File: config.mk
export PLATFORM = sky130hd
export DESIGN_NAME = toroidal_clipmap_scroll_tracker_flat
export DESIGN_NICKNAME = d
export VERILOG_FILES = /design/src/design/tcst_pkg.sv /design/src/design/tcst_if.sv /design/src/design/tcst_wrap_mod.sv /design/src/design/toroidal_clipmap_scroll_tracker.sv /design/src/flat_wrapper.sv
export SDC_FILE = /design/constraint.sdc
export NUM_CORES = 2
export LEC_CHECK = 0
export BUFFER_PORTS_ARGS = -buffer_cell sky130_fd_sc_hd__buf_2
export CAP_MARGIN = 40
export CORE_ASPECT_RATIO = 1.5
export CORE_MARGIN = 5
export CORE_UTILIZATION = 55
export DETAILED_ROUTE_END_ITERATION = 7
export PLACE_DENSITY = 0.69
export SLEW_MARGIN = 20
export SYNTH_ARGS = -nofsm -noshare
export SYNTH_HDL_FRONTEND = slang
export SYNTH_SLANG_ARGS = --single-unit
File: constraint.sdc
create_clock -name clk -period 53.9 [get_ports clk]
set_input_delay 0 -clock clk [delete_from_list [all_inputs] [get_ports clk]]
set_output_delay 0 -clock clk [all_outputs]
set_load 0.02 [all_outputs]
File: src/design/tcst_pkg.sv
// Package for the clipmap scroll tracker: constants, types, helpers.
`timescale 1ns / 1ps
package tcst_pkg;
  localparam int MAX_LEVELS = 8;
  localparam int MAX_RESOLUTION = 256;
  localparam int LVL_W = $clog2(MAX_LEVELS);
  localparam int RES_W = $clog2(MAX_RESOLUTION + 1);
  localparam int PHY_W = $clog2(MAX_RESOLUTION);

  localparam logic [1:0] KIND_SPAN = 2'd0;
  localparam logic [1:0] KIND_NONE = 2'd1;
  localparam logic [1:0] KIND_ADDR = 2'd2;

  localparam logic OP_SCROLL = 1'b0;
  localparam logic OP_RESOLVE = 1'b1;

  localparam logic [0:0] REG_RESOLUTION = 1'd0;
  localparam logic [0:0] REG_BASE_SHIFT = 1'd1;

  typedef struct packed {
    logic [1:0]  kind;
    logic        last;
    logic [31:0] span_min_x;
    logic [31:0] span_min_y;
    logic [31:0] span_min_z;
    logic [31:0] span_max_x;
    logic [31:0] span_max_y;
    logic [31:0] span_max_z;
    logic [31:0] shift_x;
    logic [31:0] shift_y;
    logic [31:0] shift_z;
    logic [23:0] flat_index;
  } result_t;

  typedef struct packed {
    logic        op;
    logic [2:0]  level;
    logic [31:0] cam_x;
    logic [31:0] cam_y;
    logic [31:0] cam_z;
    logic [31:0] world_x;
    logic [31:0] world_y;
    logic [31:0] world_z;
  } item_t;
endpackage

File: src/design/tcst_if.sv
// Valid/ready channel interfaces for items and results.
`timescale 1ns / 1ps
interface tcst_item_if;
  import tcst_pkg::*;
  logic  valid;
  logic  ready;
  item_t data;
  modport source (output valid, output data, input ready);
  modport sink (input valid, input data, output ready);
endinterface

interface tcst_result_if;
  import tcst_pkg::*;
  logic    valid;
  logic    ready;
  result_t data;
  modport source (output valid, output data, input ready);
  modport sink (input valid, input data, output ready);
endinterface

File: src/design/tcst_wrap_mod.sv
// Iterative signed modulo by the window resolution, one quotient bit a cycle.
`timescale 1ns / 1ps
module tcst_wrap_mod (
  input  logic                        clk,
  input  logic                        rst,
  input  logic                        start,
  input  logic [31:0]                 value,
  input  logic [tcst_pkg::RES_W-1:0]  modulus,
  output logic                        done,
  output logic [tcst_pkg::PHY_W-1:0]  result
);
  import tcst_pkg::*;
  logic [31:0]      mag;
  logic [RES_W:0]   rem;
  logic [5:0]       cnt;
  logic             neg;
  logic             busy;
  logic [RES_W+1:0] trial;

  assign trial = {rem, mag[31]} - {2'b00, modulus};

  always_ff @(posedge clk) begin
    if (rst) begin
      busy <= 1'b0;
      done <= 1'b0;
    end else begin
      done <= 1'b0;
      if (start) begin
        busy <= 1'b1;
        neg  <= value[31];
        mag  <= value[31] ? (32'd0 - value) : value;
        rem  <= '0;
        cnt  <= 6'd0;
      end else if (busy) begin
        mag <= {mag[30:0], 1'b0};
        if (!trial[RES_W+1]) rem <= trial[RES_W:0];
        else rem <= {rem[RES_W-1:0], mag[31]};
        cnt <= cnt + 6'd1;
        if (cnt == 6'd31) begin
          busy <= 1'b0;
          done <= 1'b1;
        end
      end
    end
  end

  // Fold negative remainder into [0, res).
  logic [RES_W:0] fixed;
  always_comb begin
    if (neg && rem != '0) fixed = {1'b0, modulus} - rem;
    else fixed = rem;
  end
  assign result = fixed[PHY_W-1:0];
endmodule

File: src/design/toroidal_clipmap_scroll_tracker.sv
// Top level of the toroidal clipmap scroll tracker.
// Keeps a toroidal origin per clipmap level in one synchronous origin memory
// (registered read) plus a flip-flop seeded bit per level. A level that
// is not yet seeded reads its origin as zero, so the memory needs no clearing
// pass after reset. One item is handled at a time. A scroll gives up to three
// span results and waits while the output stalls; a resolve runs three modulo
// passes, each a start, 32 quotient steps and a hand-off, then two Horner steps
// for the flat index and the result load. Items whose level is beyond the level
// count are dropped. Results sit in an output register, so the block stalls
// only while a result waits. Resolution 0 acts as 1 and values above the
// maximum saturate.
`timescale 1ns / 1ps
module toroidal_clipmap_scroll_tracker (
  input  logic        clk,
  input  logic        rst,
  tcst_item_if.sink   item,
  tcst_result_if.source res_out,
  input  logic        psel,
  input  logic        penable,
  input  logic        pwrite,
  input  logic [2:0]  paddr,
  input  logic [31:0] pwdata,
  output logic [31:0] prdata,
  output logic        pready
);
  import tcst_pkg::*;

  typedef enum logic [6:0] {
    S_IDLE  = 7'b0000001,
    S_READ  = 7'b0000010,
    S_CALC  = 7'b0000100,
    S_EMIT  = 7'b0001000,
    S_MOD   = 7'b0010000,
    S_FLAT  = 7'b0100000,
    S_WAIT  = 7'b1000000
  } state_t;

  state_t state;
  logic [8:0] resolution;
  logic [4:0] base_cell_shift;

  // Config port
  assign pready = 1'b1;
  always_ff @(posedge clk) begin
    if (rst) begin
      resolution      <= 9'd64;
      base_cell_shift <= 5'd8;
    end else if (psel && penable && pwrite) begin
      unique case (paddr[2])
        REG_RESOLUTION: resolution <= pwdata[8:0];
        REG_BASE_SHIFT: base_cell_shift <= pwdata[4:0];
        default: ;
      endcase
    end
  end
  always_comb begin
    case (paddr[2])
      REG_RESOLUTION: prdata = {23'd0, resolution};
      default:        prdata = {27'd0, base_cell_shift};
    endcase
  end

  logic [RES_W-1:0] eres;
  always_comb begin
    if (resolution == 9'd0) eres = RES_W'(1);
    else if (32'(resolution) > MAX_RESOLUTION) eres = RES_W'(MAX_RESOLUTION);
    else eres = RES_W'(resolution);
  end

  // Origin memory: x,y,z packed per level.
  logic [95:0] org_mem [MAX_LEVELS];
  logic [95:0] org_rd;
  logic        mem_we;
  logic [95:0] mem_wd;
  logic [MAX_LEVELS-1:0] seeded;

  item_t cur;
  logic [LVL_W-1:0] lv;
  assign lv = cur.level[LVL_W-1:0];

  always_ff @(posedge clk) begin
    if (mem_we) org_mem[lv] <= mem_wd;
    org_rd <= org_mem[lv];
  end

  // Scroll arithmetic, registered in CALC.
  logic [31:0] corner [3];
  logic [31:0] wmax   [3];
  logic [31:0] sh     [3];
  logic [31:0] delta  [3];
  logic [31:0] old    [3];
  logic [31:0] cam    [3];
  logic [5:0]  stot;
  logic [4:0]  s;

  assign stot = 6'(base_cell_shift) + 6'(cur.level);
  assign s = (stot > 6'd31) ? 5'd31 : stot[4:0];
  assign cam[0] = cur.cam_x;
  assign cam[1] = cur.cam_y;
  assign cam[2] = cur.cam_z;
  // unseeded level: origin is taken as zero, since the memory is never reset
  assign old[0] = seeded[lv] ? org_rd[31:0]  : 32'd0;
  assign old[1] = seeded[lv] ? org_rd[63:32] : 32'd0;
  assign old[2] = seeded[lv] ? org_rd[95:64] : 32'd0;

  logic [31:0] c_corner [3];
  always_comb begin
    for (int i = 0; i < 3; i++) begin
      c_corner[i] = 32'($signed(cam[i]) >>> s) - 32'(eres >> 1);
    end
  end

  logic [2:0] axis_left;
  logic       first_unseeded;
  result_t    r;
  logic       r_valid;

  // Resolve datapath
  logic              mod_start, mod_done;
  logic [31:0]       mod_in;
  logic [PHY_W-1:0]  mod_res;
  logic [PHY_W-1:0]  phys [3];
  logic [1:0]        mod_ax;
  logic [31:0]       flat_acc;
  logic [1:0]        flat_step;

  tcst_wrap_mod u_mod (
    .clk(clk), .rst(rst), .start(mod_start), .value(mod_in),
    .modulus(eres), .done(mod_done), .result(mod_res)
  );

  always_comb begin
    case (mod_ax)
      2'd0:    mod_in = cur.world_x + old[0];
      2'd1:    mod_in = cur.world_y + old[1];
      default: mod_in = cur.world_z + old[2];
    endcase
  end

  assign item.ready = (state == S_IDLE);
  assign res_out.valid = r_valid;
  assign res_out.data = r;

  logic [1:0] next_ax;
  logic [2:0] rem_after;
  always_comb begin
    next_ax = 2'd0;
    if (axis_left[0]) next_ax = 2'd0;
    else if (axis_left[1]) next_ax = 2'd1;
    else next_ax = 2'd2;
    rem_after = axis_left;
    rem_after[next_ax] = 1'b0;
  end

  logic [31:0] mag_raw, mag;
  logic        up;
  always_comb begin
    up = !delta[next_ax][31];
    mag_raw = up ? delta[next_ax] : 32'd0 - delta[next_ax];
    mag = (mag_raw > 32'(eres)) ? 32'(eres) : mag_raw;
  end

  // Output register: loaded when a result is ready and the slot is free.
  result_t r_next;
  logic    r_load;
  assign r_load = ((state == S_EMIT) || (state == S_FLAT && flat_step == 2'd2)) &&
                  (!r_valid || res_out.ready);

  always_comb begin
    r_next = '0;
    if (state == S_FLAT) begin
      r_next.kind       = KIND_ADDR;
      r_next.last       = 1'b1;
      r_next.flat_index = flat_acc[23:0];
    end else if (first_unseeded) begin
      // whole window on first scroll of a level
      r_next.kind = KIND_SPAN;
      r_next.last = 1'b1;
      r_next.span_min_x = corner[0]; r_next.span_min_y = corner[1];
      r_next.span_min_z = corner[2];
      r_next.span_max_x = wmax[0]; r_next.span_max_y = wmax[1];
      r_next.span_max_z = wmax[2];
      r_next.shift_x = sh[0]; r_next.shift_y = sh[1]; r_next.shift_z = sh[2];
    end else if (axis_left == 3'b000) begin
      r_next.kind = KIND_NONE;
      r_next.last = 1'b1;
    end else begin
      r_next.kind = KIND_SPAN;
      r_next.last = (rem_after == 3'b000);
      r_next.span_min_x = (next_ax == 2'd0 && up) ? wmax[0] - mag : corner[0];
      r_next.span_min_y = (next_ax == 2'd1 && up) ? wmax[1] - mag : corner[1];
      r_next.span_min_z = (next_ax == 2'd2 && up) ? wmax[2] - mag : corner[2];
      r_next.span_max_x = (next_ax == 2'd0 && !up) ? corner[0] + mag : wmax[0];
      r_next.span_max_y = (next_ax == 2'd1 && !up) ? corner[1] + mag : wmax[1];
      r_next.span_max_z = (next_ax == 2'd2 && !up) ? corner[2] + mag : wmax[2];
      r_next.shift_x = sh[0]; r_next.shift_y = sh[1]; r_next.shift_z = sh[2];
    end
  end

  always_ff @(posedge clk) begin
    if (rst) r_valid <= 1'b0;
    else if (r_load) r_valid <= 1'b1;
    else if (res_out.ready) r_valid <= 1'b0;
  end

  always_ff @(posedge clk) begin
    if (r_load) r <= r_next;
  end

  // Modulo start pulse: first axis from CALC, next axes on each done.
  always_ff @(posedge clk) begin
    if (rst) mod_start <= 1'b0;
    else mod_start <= (state == S_CALC && cur.op == OP_RESOLVE) ||
                      (state == S_MOD && mod_done && mod_ax != 2'd2);
  end

  always_ff @(posedge clk) begin
    if (rst) begin
      state     <= S_IDLE;
      seeded    <= '0;
    end else begin
      unique case (state)
        S_IDLE: if (item.valid) begin
          cur <= item.data;
          if (32'(item.data.level) < MAX_LEVELS) state <= S_READ;
        end
        S_READ: state <= S_CALC;
        S_CALC: begin
          if (cur.op == OP_RESOLVE) begin
            mod_ax    <= 2'd0;
            state     <= S_MOD;
          end else begin
            for (int i = 0; i < 3; i++) begin
              corner[i] <= c_corner[i];
              wmax[i]   <= c_corner[i] + 32'(eres);
              sh[i]     <= (32'd0 - c_corner[i]) - old[i];
              delta[i]  <= c_corner[i] + old[i];
              axis_left[i] <= (c_corner[i] + old[i]) != 32'd0;
            end
            first_unseeded <= !seeded[lv];
            seeded[lv] <= 1'b1;
            state <= S_EMIT;
          end
        end
        S_EMIT: if (!r_valid || res_out.ready) begin
          if (first_unseeded || axis_left == 3'b000) begin
            state <= S_WAIT;
          end else begin
            axis_left <= rem_after;
            if (rem_after == 3'b000) state <= S_WAIT;
          end
        end
        S_MOD: if (mod_done) begin
          phys[mod_ax] <= mod_res;
          if (mod_ax == 2'd2) begin
            flat_acc  <= 32'(mod_res);
            flat_step <= 2'd0;
            state     <= S_FLAT;
          end else begin
            mod_ax    <= mod_ax + 2'd1;
          end
        end
        S_FLAT: begin
          // Horner: z*res + y, then *res + x
          if (flat_step == 2'd0) begin
            flat_acc  <= 32'(flat_acc * 32'(eres)) + 32'(phys[1]);
            flat_step <= 2'd1;
          end else if (flat_step == 2'd1) begin
            flat_acc  <= 32'(flat_acc * 32'(eres)) + 32'(phys[0]);
            flat_step <= 2'd2;
          end else if (!r_valid || res_out.ready) begin
            state        <= S_WAIT;
          end
        end
        S_WAIT: state <= S_IDLE;
        default: state <= S_IDLE;
      endcase
    end
  end

  assign mem_we = (state == S_CALC) && (cur.op == OP_SCROLL);
  always_comb begin
    mem_wd[31:0]  = 32'd0 - c_corner[0];
    mem_wd[63:32] = 32'd0 - c_corner[1];
    mem_wd[95:64] = 32'd0 - c_corner[2];
  end
endmodule

File: src/flat_wrapper.sv
// flat-port wrapper written by rule: the top's interface ports become plain ports
module toroidal_clipmap_scroll_tracker_flat import tcst_pkg::*;
  (clk, rst, psel, penable, pwrite, paddr, pwdata, prdata, pready, item_valid, item_data, item_ready, res_out_valid, res_out_data, res_out_ready);
  tcst_item_if item_i ();
  tcst_result_if res_out_i ();
  input  logic clk;
  input  logic rst;
  input  logic psel;
  input  logic penable;
  input  logic pwrite;
  input  logic [2:0] paddr;
  input  logic [31:0] pwdata;
  output logic [31:0] prdata;
  output logic pready;
  input wire logic [$bits(item_i.valid)-1:0] item_valid;
  input wire logic [$bits(item_i.data)-1:0] item_data;
  output wire logic [$bits(item_i.ready)-1:0] item_ready;
  output wire logic [$bits(res_out_i.valid)-1:0] res_out_valid;
  output wire logic [$bits(res_out_i.data)-1:0] res_out_data;
  input wire logic [$bits(res_out_i.ready)-1:0] res_out_ready;
  assign item_i.valid = item_valid;
  assign item_i.data = item_data;
  assign item_ready = item_i.ready;
  assign res_out_valid = res_out_i.valid;
  assign res_out_data = res_out_i.data;
  assign res_out_i.ready = res_out_ready;
  toroidal_clipmap_scroll_tracker u_core (.clk(clk), .rst(rst), .item(item_i), .res_out(res_out_i), .psel(psel), .penable(penable), .pwrite(pwrite), .paddr(paddr), .pwdata(pwdata), .prdata(prdata), .pready(pready));
endmodule
## Word level (Yosys, flattened, before mapping)

Memory sizes are Yosys's and may differ from the RTL's. A register that Yosys moved wholly into a read port is not among the register bits.
Cells that the tools add are included.

| cells by class | value |
|---|---|
| bitwise logic cells | 7 |
| equality and inequality tests | 27 |
| add/sub/neg operators | 33 |
| muxes and demuxes | 79 |
| shift-type cells | 3 |
| order comparisons | 7 |
| reduce and logical (&&, ||, !) cells | 53 |
| multipliers | 1 |

Operator list:

| operator | number |
|---|---|
| 288-bit 2-to-1 mux | 2 |
| 32-bit 2-to-1 mux | 18 |
| 32-bit adder | 9 |
| 32-bit subtractor | 6 |
| 1-bit by 32-bit subtractor with 32-bit output, first input constant | 5 |
| 32-bit one-hot mux with 2 select lines | 2 |
| 32-bit by 9-bit adder with 32-bit output | 3 |
| 32-bit nonzero test | 3 |
| 32-bit by 5-bit >>> shifter with 32-bit output | 3 |
| 32-bit by 8-bit subtractor with 32-bit output | 3 |
| 32-bit by 8-bit adder with 32-bit output | 2 |
| 7-bit 2-to-1 mux | 9 |
| 7-bit one-hot mux with 6 select lines | 1 |
| 32-bit by 9-bit > comparator with 1-bit output | 1 |
| 32-bit by 9-bit multiplier with 32-bit output | 1 |
| 9-bit 2-to-1 mux | 3 |
| 2-bit inequality test, second input constant | 11 |
| 10-bit 2-to-1 mux | 2 |
| 2-bit 2-to-1 mux | 10 |
| 1-bit 2-to-1 mux | 19 |
| 1-bit logical AND | 17 |
| 5-bit AND reduction | 3 |
| 11-bit by 9-bit subtractor with 11-bit output | 1 |
| 5-bit 2-to-1 mux | 2 |
| other kinds (45) | 74 |

| storage, ports and cells | value |
|---|---|
| bits in writable memories | 1176 |
| logic and storage cells | 254 |
| memories kept | 6 |
| bits in registers | 633 |

Memory list:

| name | depth | width | rd ports | clocked after Yosys merged registers in | wr ports | line | source |
|---|---|---|---|---|---|---|---|
| u_core.org_mem | 8 | 96 | 1 | 1 | 1 | toroidal_clipmap_scroll_tracker.sv:71 | `logic [95:0] org_mem [MAX_LEVELS];` |
| u_core.corner | 3 | 32 | 3 | 0 | 3 | toroidal_clipmap_scroll_tracker.sv:87 | `logic [31:0] corner [3];` |
| u_core.delta | 3 | 32 | 1 | 0 | 3 | toroidal_clipmap_scroll_tracker.sv:90 | `logic [31:0] delta [3];` |
| u_core.sh | 3 | 32 | 3 | 0 | 3 | toroidal_clipmap_scroll_tracker.sv:89 | `logic [31:0] sh [3];` |
| u_core.wmax | 3 | 32 | 3 | 0 | 3 | toroidal_clipmap_scroll_tracker.sv:88 | `logic [31:0] wmax [3];` |
| u_core.phys | 3 | 8 | 2 | 0 | 1 | toroidal_clipmap_scroll_tracker.sv:122 | `logic [PHY_W-1:0] phys [3];` |

## Longest topological paths before layout

| depth | value |
|---|---|
| depth in word-level cells | 13 |
| mapped depth | 48 |
| mapped depth without buffers | 41 |

## By module

From an unflattened synthesis, not the netlist that was laid out.

| second synthesis, totals | value |
|---|---|
| cell total of the unflattened synthesis | 9783 |
| area total of the unflattened synthesis | 108440.3 sq um |

By module, submodules not included:

| module | instances | cells each | area an instance (sq um) |
|---|---|---|---|
| toroidal_clipmap_scroll_tracker | 1 | 9419 | 104870.6 |
| tcst_wrap_mod | 1 | 364 | 3569.7 |

## Least setup slack after synthesis

OpenSTA, ideal clock, no wires.

| path | value |
|---|---|
| path type | flip-flop to flip-flop |
| start | reg u_core.state[6] |
| end | mem u_core.corner[0][0], enable pin |
| cell stages (with the launch flop) | 6 |
| path slack | 35.688 ns |
| data required time | 52.766 ns |
| arrival | 17.077 ns |
| library setup time | 1.134 ns |
| cells stage by stage | dfxtp_1 > nor3_1 > nand2_1 > nor3b_1 > nand2b_1 > nor2_1 |

RTL lines:

| element | line | source |
|---|---|---|
| start: declaration | toroidal_clipmap_scroll_tracker.sv:38 | `state_t state;` |
| start signal: assignment | toroidal_clipmap_scroll_tracker.sv:219 | `state <= S_IDLE;` |
| start signal: assignment | toroidal_clipmap_scroll_tracker.sv:225 | `if (32'(item.data.level) < MAX_LEVELS) state <= S_READ;` |
| start signal: assignment | toroidal_clipmap_scroll_tracker.sv:227 | `S_READ: state <= S_CALC;` |
| end: declaration | toroidal_clipmap_scroll_tracker.sv:87 |  |

==> reports/results.ini <==
[critical_path]
critPathArrivalTime_ns=14.30
worst_path_most_repeated_cell=buf_4
crit_family=compound AO/OA/AOI/OAI gates
cp_data_required_time_ns=54.50
crit_type=reg -> reg
slowest_stage=o31ai_1
cp-end-kind=register
slowest_delay_ns=0.81
path_buf_inv=7
crit_fanout=56
crit_path_start_kind=register

[sta]
max_slew_margin_pct=30.2
rsz0062_at_grt=no
fmax_mhz=73.0
final.period_utilization_pct=25.4
final_hold_viol_count=0
drv_slew=0
setup_slack_ns=40.20
fin_worst_skew_ns=0.0694
final-setup-viol-count=0
worst_pin_slew_ns=1.05
period_minus_slack_ns=13.70
fin_setup_tns_ns=0

[floorplan]
dieWidth_um=375
die_h_um=558
dieArea_mm2=0.209
start_util_pct=55.1
ios=588
num_rows=201
core_mm2=0.199

[synth]
synth_fa_ha_area_share_pct=9.41
syn-cell-area_mm2=0.110
ys_types=131
synth_warnings=0
synth_compound_area_share_pct=15.0
ys.flop_type=edfxtp_1
synth.avg_cell_area_um2=11.1
ys_top_cells_by_area=edfxtp_1 (48%), ha_1 (6.7%), xnor2_1 (4.5%), a22oi_1 (3.7%), fa_1 (2.7%)
synth-simple-area-share_pct=12.9
synth_edf_count=1757
ys_async_sr_fraction_pct=0
yosysTopAreaCell=edfxtp_1
synthCells=9931
synth-seq-cells=1886
ys_seq_area_share_pct=50.3
synth.area.mux_share_pct=2.30
synth_top_family_by_area=compound AO/OA/AOI/OAI gates
post_synth_xor_area_fraction_pct=6.45
synth_top_area_share_pct=48.0

[routing]
drt_iter0_drc=9463
vias=88709
wirelength_um=396000
via_per_inst=6.39
ant_nets=0
wire_per_inst_um=28.5
drc_errors=0
drtPass1Iterations=6

[clocking]
cts_tree=done
cts_sinks=1886
clock_path_buffers=4
cts_setup_buffers=0
clk_latency_ns=0.87
path_clk_slew_ns=0.07
clockRootBuffer=clkbuf_16
cts_buffers=180
h-tree-depth=4

[place]
dp_slack_ns=40.66
dp_hpwl_um=288000
gp_congestion=1.04
port_buffers=538

[final_layout]
num-nets-final=12062
drive_above_1_share_pct=12.0
syn_to_final_growth_pct=16.2

[global_routing]
gr-total-overflow=0
grt_pass1_wl_um=565000
track_usage_pct=36.4
first_global_vias=87062
grt_max_degree=123
antenna_found_initial=17

[flow_run]
maxCapViolations=0

[outcome]
status=finished clean

[pwr]
power_density_mw_per_mm2=35.9
ir_drop_v=0.0000333
leakagePower_uw=0.0495

[worst_hold_path]
hp-class=in -> reg

-- through the flow --
stage	cell area, um^2	util [%]	cells	total power (uW)	hold WS, ns
after detailed placement	117000	58.7	13089	3220	0.178
after global routing	128000	64.1	13884	4730	0.174
final	128000	64.1	13892	4580	0.177
after global placement	116000	58.4	13031	3180	0.176
after floorplan	111000	-	10085	2710	0.0989
after CTS	127000	63.9	13847	4540	0.0118
-- where the power goes --
part | internal (uW) | switching [uW] | total [uW] | leakage (uW)
clock network | 740 | 568 | 1310 | 0.00288
registers | 1770 | 31.3 | 1800 | 0.0169
logic | 492 | 980 | 1470 | 0.0297
-- layout by cell type (no fill, tap or decap), types with 45 or more instances in the layout --
cell type,n
edfxtp_1,1757
nand2_1,760
nor2_1,755
ha_1,584
xnor2_1,560
buf_2,547
inv_1,543
a22oi_1,540
a21oi_1,530
dlygate4sd3_1,434
o21ai_0,314
nand3_1,222
buf_4,219
nor3_1,204
xor2_1,201
clkbuf_16,181
and3_1,176
a21o_1,161
mux2i_1,158
conb_1,156
fa_1,148
nand4_1,139
and2_1,136
dfxtp_1,128
nor2b_1,93
a211oi_1,90
o211ai_1,74
a31oi_1,71
or3_1,68
nand2b_1,66
mux2_2,65
o21a_1,63
o21bai_1,63
o31ai_1,51
a21boi_0,50
or2_2,48
nor4_1,45
-- repair_timing --
| item | CTS | global route |
|---|---|---|
| endpoints found under the hold margin | 257 | 0 |
| hold buffers | 434 | 0 |
| gates resized for setup | 0 | 0 |
-- path summary, 6_finish.rpt --
path	from	to	slack, ns	cells after the start
max	u_core.lv[0]$_DFFE_PP_	u_core.sh[0][63]$_DFFE_PP_	40.20	40
min	item_valid	u_core.state[0]$_SDFFE_PP1P_	0.18	4
max reg2reg	u_core.lv[0]$_DFFE_PP_	u_core.sh[0][63]$_DFFE_PP_	40.20	40
min reg2reg	u_core.org_mem[7][75]$_DFFE_PP_	u_core.org_rd[75]$_DFF_P_	0.43	2
-- final cells by class --
type,instances,area (um^2)
sequential,1886,55300
fill,15477,71700
multi-input combinational,7222,51500
clock inverter,97,1140
clock buffer,227,4800
inverter,551,2070
antenna,20,50.0
timing repair buffer,1250,9550
tap,2639,3300
-- state kept, by name, summed over array words and instances, names as in the netlist, 2 cells and up --
register / cells
u_core.u_mod.cnt: 6
u_core.sh: 93
u_core.mod_ax: 2
u_core.delta: 96
u_core.wmax: 96
u_core.flat_acc: 24
u_core.u_mod.rem: 10
u_core.res_out.data: 315
u_core.org_rd: 96
u_core.cur: 97
u_core.axis_left: 3
u_core.lv: 3
u_core.resolution: 9
u_core.org_mem: 768
u_core.cam: 96
u_core.base_cell_shift: 5
u_core.state: 7
u_core.u_mod.mag: 32
u_core.flat_step: 2
u_core.phys: 16
u_core.seeded: 8
u_core.corner: 96
-- cells in the mapped netlist (72+ instances only) --
cell type,number
a211oi_1,90
a21o_1,161
a21oi_1,530
a22oi_1,540
a31oi_1,72
and2_1,145
and3_1,177
clkbuf_1,276
dfxtp_1,129
edfxtp_1,1757
fa_1,148
ha_1,585
inv_1,543
mux2i_1,163
nand2_1,761
nand3_1,222
nand4_1,139
nor2_1,767
nor2b_1,101
nor3_1,208
o211ai_1,74
o21ai_0,317
xnor2_1,560
xor2_1,202
-- layer usage --
| metal | global-route usage [%] | part of all wire, % | vias up | routed length (um) |
|---|---|---|---|---|
| met5 | 0 | 0.0033 | - | 13 |
| met2 | 60.1 | 47 | 4855 | 184000 |
| met4 | 24.4 | 8.2 | 2 | 32400 |
| met1 | 44.3 | 36 | 43506 | 144000 |
| li1 | - | - | 39182 | - |
| met3 | 5.80 | 8.9 | 1164 | 35100 |
-- kinds of logic (layout without fill, tap and decap cells) --
group,count (synthesis),in the layout
other,2,176
flip-flops,1886,1886
adder cells (fa/ha/maj),739,739
AND/OR/NAND/NOR,2901,2901
XOR/XNOR,782,782
buffers and inverters,977,2125
AO/OA/AOI/OAI,2408,2408
multiplexers,236,236
-- tightest hold or removal path: stages --
cell and delay, ns:
dlygate4sd3_1 0.58, buf_2 0.14, nor2_1 0.13, a211o_1 0.11
Power figures use the tool's default switching activity.
